File: config.mk
export PLATFORM = sky130hd
export DESIGN_NAME = dmtt_ctrl
export DESIGN_NICKNAME = d
export VERILOG_FILES = /design/src/rtl/dmtt_pkg.sv /design/src/rtl/dmtt_ctrl.sv
export SDC_FILE = /design/constraint.sdc
export NUM_CORES = 1
export LEC_CHECK = 0
export CAP_MARGIN = 30
export CORE_MARGIN = 2
export CORE_UTILIZATION = 61
export DETAILED_ROUTE_END_ITERATION = 12
export DONT_BUFFER_PORTS = 1
export PLACE_DENSITY_LB_ADDON = 0.05
export SLEW_MARGIN = 20
export SYNTH_ARGS = -nofsm -noshare
export SYNTH_HDL_FRONTEND = slang
export SYNTH_SLANG_ARGS = --single-unit
File: constraint.sdc
create_clock -name clk -period 2.26 [get_ports clk]
set_clock_uncertainty 0.05 [all_clocks]
set_input_delay 0.113 -clock clk [delete_from_list [all_inputs] [get_ports clk]]
set_output_delay 0.113 -clock clk [all_outputs]
set_load 0.005 [all_outputs]
File: src/rtl/dmtt_pkg.sv
// Shared types and constants for the direct-mapped transposition table.
// Used by dmtt_ctrl, dmtt_datapath and direct_mapped_transposition_table_core.
package dmtt_pkg;

    localparam int INDEX_BITS = 16;
    localparam int MOVE_BITS  = 16;
    localparam int KEY_BITS   = 64;
    localparam int SLOT_COUNT = 2 ** INDEX_BITS;

    localparam logic [4:0] SIZE_LOG2_RESET = 5'd16;

    localparam logic [1:0] ACT_PROBE = 2'd0;
    localparam logic [1:0] ACT_STORE = 2'd1;
    localparam logic [1:0] ACT_CLEAR = 2'd2;

    localparam logic signed [31:0] DEPTH_MIN = -32'sd32768;
    localparam logic signed [31:0] DEPTH_MAX = 32'sd32767;

    typedef struct packed {
        logic [1:0]          action;
        logic [63:0]         key;
        logic signed [31:0]  depth;
        logic signed [31:0]  score;
        logic [1:0]          bound;
        logic [15:0]         move;
    } req_t;

    typedef struct packed {
        logic                hit;
        logic signed [15:0]  hit_depth;
        logic signed [31:0]  hit_score;
        logic [1:0]          hit_bound;
        logic [15:0]         hit_move;
    } rsp_t;

    typedef struct packed {
        logic                  valid;
        logic [KEY_BITS-1:0]   key;
        logic signed [15:0]    depth;
        logic signed [31:0]    score;
        logic [1:0]            bound;
        logic [MOVE_BITS-1:0]  move;
    } entry_t;

    typedef enum logic [1:0] {
        ST_CLEAR,
        ST_IDLE,
        ST_ACCESS
    } state_t;

    // Commands from the controller to the datapath
    typedef struct packed {
        logic                   lookup;
        logic                   eval;
        logic                   clr_we;
        logic [INDEX_BITS-1:0]  clr_addr;
        logic                   cfg_we;
    } cmd_t;

endpackage

File: src/rtl/dmtt_ctrl.sv
// Controller state machine: request sequencing and the table clearing sweep.
// Depends on dmtt_pkg for the state, command and action codes.
module dmtt_ctrl (
    input  logic               clk,
    input  logic               rst_n,
    input  logic               start,
    input  logic [1:0]         action,
    input  logic               cfg_write,
    output logic               busy,
    output dmtt_pkg::cmd_t     cmd
);

    dmtt_pkg::state_t                   state_reg, state_next;
    logic [dmtt_pkg::INDEX_BITS-1:0]    count_reg, count_next;

    always_ff @(posedge clk or negedge rst_n)
    begin
        if (!rst_n)
        begin
            state_reg <= dmtt_pkg::ST_CLEAR;
            count_reg <= '0;
        end
        else
        begin
            state_reg <= state_next;
            count_reg <= count_next;
        end
    end

    always_comb
    begin
        state_next   = state_reg;
        count_next   = count_reg;
        busy         = 1'b1;
        cmd          = '0;
        cmd.clr_addr = count_reg;
        cmd.cfg_we   = cfg_write;
        case (state_reg)
            dmtt_pkg::ST_CLEAR:
            begin
                cmd.clr_we = 1'b1;
                count_next = count_reg + 1'b1;
                if (count_reg == '1)
                begin
                    state_next = dmtt_pkg::ST_IDLE;
                end
            end
            dmtt_pkg::ST_IDLE:
            begin
                busy = 1'b0;
                if (start)
                begin
                    case (action)
                        dmtt_pkg::ACT_PROBE, dmtt_pkg::ACT_STORE:
                        begin
                            cmd.lookup = 1'b1;
                            state_next = dmtt_pkg::ST_ACCESS;
                        end
                        dmtt_pkg::ACT_CLEAR:
                        begin
                            count_next = '0;
                            state_next = dmtt_pkg::ST_CLEAR;
                        end
                        default:
                        begin
                            // drop unknown actions
                            state_next = dmtt_pkg::ST_IDLE;
                        end
                    endcase
                end
            end
            dmtt_pkg::ST_ACCESS:
            begin
                cmd.eval   = 1'b1;
                state_next = dmtt_pkg::ST_IDLE;
            end
            default:
            begin
                state_next = dmtt_pkg::ST_IDLE;
            end
        endcase
        // a size write wipes the table: hold off requests and restart the sweep
        if (cfg_write)
        begin
            busy       = 1'b1;
            cmd.lookup = 1'b0;
            count_next = '0;
            state_next = dmtt_pkg::ST_CLEAR;
        end
    end

endmodule

==> results.ini <==
[timing]
max_clock_freq_ghz=0.521
worst_slew_margin_rel=0.452
setup-violations-final=0
hold_violations=0
fin_setup_tns_ns=0
rsz0062_at_grt=false
layout_min_cycle_time_ns=1.92
slew_viol_final=0
fin_crit_sh=0.849
worst_pin_slew_ns=0.820

[critical_path]
worstPathMaxFanout=9
cp.arrival_ns=1.75
slowest_stage=nor2b_1
max_stage_delay_ns=0.50
cp_cell_sequence=nor2b_1 > nand2b_1 > nor3b_1
crit_required_ns=2.10
r2r_slack_ns=0.40
critPathCaptureType=output pin
criticalPathCategory=reg -> out
start_kind=flip-flop

[cells_and_area]
nets=136
syn2layout_area_growth_pct=8.61
largest_register_ffs=16
antennaDiodeCount=0
drive_gt1_frac=0.0630
fin_area_mm2=0.00118

[power_and_ir_drop]
power_leakage_nw=0.467
power_density_mw_per_mm2=462
ir_drop_v=0.000339

[route]
vias_per_cell=6.76
first_iter_violations=27
vias=1028
drc=0
antenna_left=0
dr.pass1.iters=4
routedWlPerCell_um=18.1
wl_um=2750

[place]
hpwl_um=1910
place.port_buffers=0
place_congestion=0.904
place_area_mm2=0.00110

[synthesis]
syn_inst=122
async_reset_ff_frac=1.00
synth_top_area_cell=dfrtp_1
ys_seq_area_frac=0.413
synth_warnings=0
synth_edf_count=0
synth_top_cells_by_count=dfrtp_1 (18), nand2_1 (11), nor2_1 (9)
ys_seq_elements=18
synth_fp_nets=129
syn_area_per_cell_um2=8.93
syn_area_mm2=0.00109
synth_top_area_frac=0.413
synth_area_leaders=dfrtp_1 (41%), nand2_1 (3.8%), xor2_1 (3.2%)
synth.most_common_cell=dfrtp_1
synth_cell_type_count=41
postSynth.topFlopCell=dfrtp_1

[clock_network]
clkSinkCount=18
insertion_delay_ns=0.30
cts_root_buf=clkbuf_4
numCtsBuffers=3
clk_pin_slew_ns=0.10
htree_num_levels=1
clk_path_buf_depth=2
post_cts.repair.setup_buffers=0
cts_tree=built

[floorplan]
rows=15
dieHeight_um=46.3
fp.dieW_um=46.3
dieArea_mm2=0.00214
core_mm2=0.00171
ioPinCount=27
initial_core_util=0.638

[global_route]
grt_pass1_wl_um=4270
top_usage_layer=met2
grt_start_max_net_pins=19
use_met1=0.355
grt_overflow_total=0
grt_use_met2=0.442
grt_pass1_vias=944
antenna_found_initial=0
grtUsageMet3=0.0824
track_usage=0.280

[hold_path]
hold_class=in -> reg

[run_status]
status=finished clean

[job]
maxCapViolCount=0

## report_power, final
part / internal [mW] / total (mW) / leakage [nW] / switching [mW]
Sequential: 0.329 / 0.344 / 0.249 / 0.0144
Clock: 0.0622 / 0.159 / 0.0138 / 0.0970
Combinational: 0.0204 / 0.0441 / 0.204 / 0.0238
## timing repair
| item | 4_1_cts | 5_1_grt |
|---|---|---|
| endpoints found under the setup margin | 0 | 0 |
| hold endpoints to repair | 25 | 0 |
| hold buffers | 6 | 0 |
| gates resized for setup | 0 | 0 |
## critical path: cells and delay by family (launching register included)
kind	cells	cell delay, ns
AND/OR/NAND/NOR	3	1.02
flip-flops	1	0.44
## layout by cell type (no fill, tap or decap), types with 3 or more instances in the layout
cell            n
a21oi_1         6
and4_1          3
clkbuf_4        3
dfrtp_1        18
dlygate4sd3_1   6
nand2_1        11
nand3_1         6
nand3b_1        4
nand4_1         5
nor2_1          9
nor2b_1         4
nor3b_1         3
nor4_1          3
o211ai_1        3
o21ai_0         6
or3_1           3
xor2_1          4
## path summary, 6_finish.rpt
path | start | end | cells after the start
worst max-delay path | state_reg[1] | cmd[19] | 3
max in group asynchronous | rst_n | state_reg[0] | 1
worst min register to register | count_reg[0] | count_reg[0] | 1
worst min-delay path | cfg_write | count_reg[5] | 3
worst max register to register | count_reg[0] | state_reg[0] | 5
min in group asynchronous | rst_n | count_reg[11] | 1
## per-stage QoR
stage	total power [mW]	setup slack, ns	cells	utilization	hold WS, ns
finish	0.547	0.342	152	0.693	0.0243
global route	0.567	0.253	152	0.693	0.0159
CTS	0.547	0.352	152	0.693	0.0232
detailed placement	0.377	0.466	143	0.645	-0.232
global placement	0.376	0.548	143	0.645	-0.232
floorplan	0.373	0.599	122	-	-0.233
## area by class of cell
class | instances | area (um^2)
multi-input cells | 97 | 604
repair buffers | 7 | 67.6
clock buffers | 3 | 22.5
well taps | 25 | 31.3
fillers | 139 | 524
flip-flops and latches | 18 | 450
inverters | 2 | 7.51
## routing by layer
metal  wire length (um)  vias up
met5                  0        -
met4                 35        0
met3                196        5
met2               1350       48
met1               1170      500
li1                   -      475
## cells by family after synthesis
| kind of cell | count (synthesis) | share of synthesized area |
|---|---|---|
| compound gates | 27 | 0.161 |
| mux | 1 | 0.00919 |
| flops | 18 | 0.413 |
| buf+inv | 7 | 0.0322 |
| fa+ha+maj | 1 | 0.0115 |
| simple gates | 64 | 0.341 |
| xor+xnor | 4 | 0.0321 |
Power figures use the tool's default switching activity.
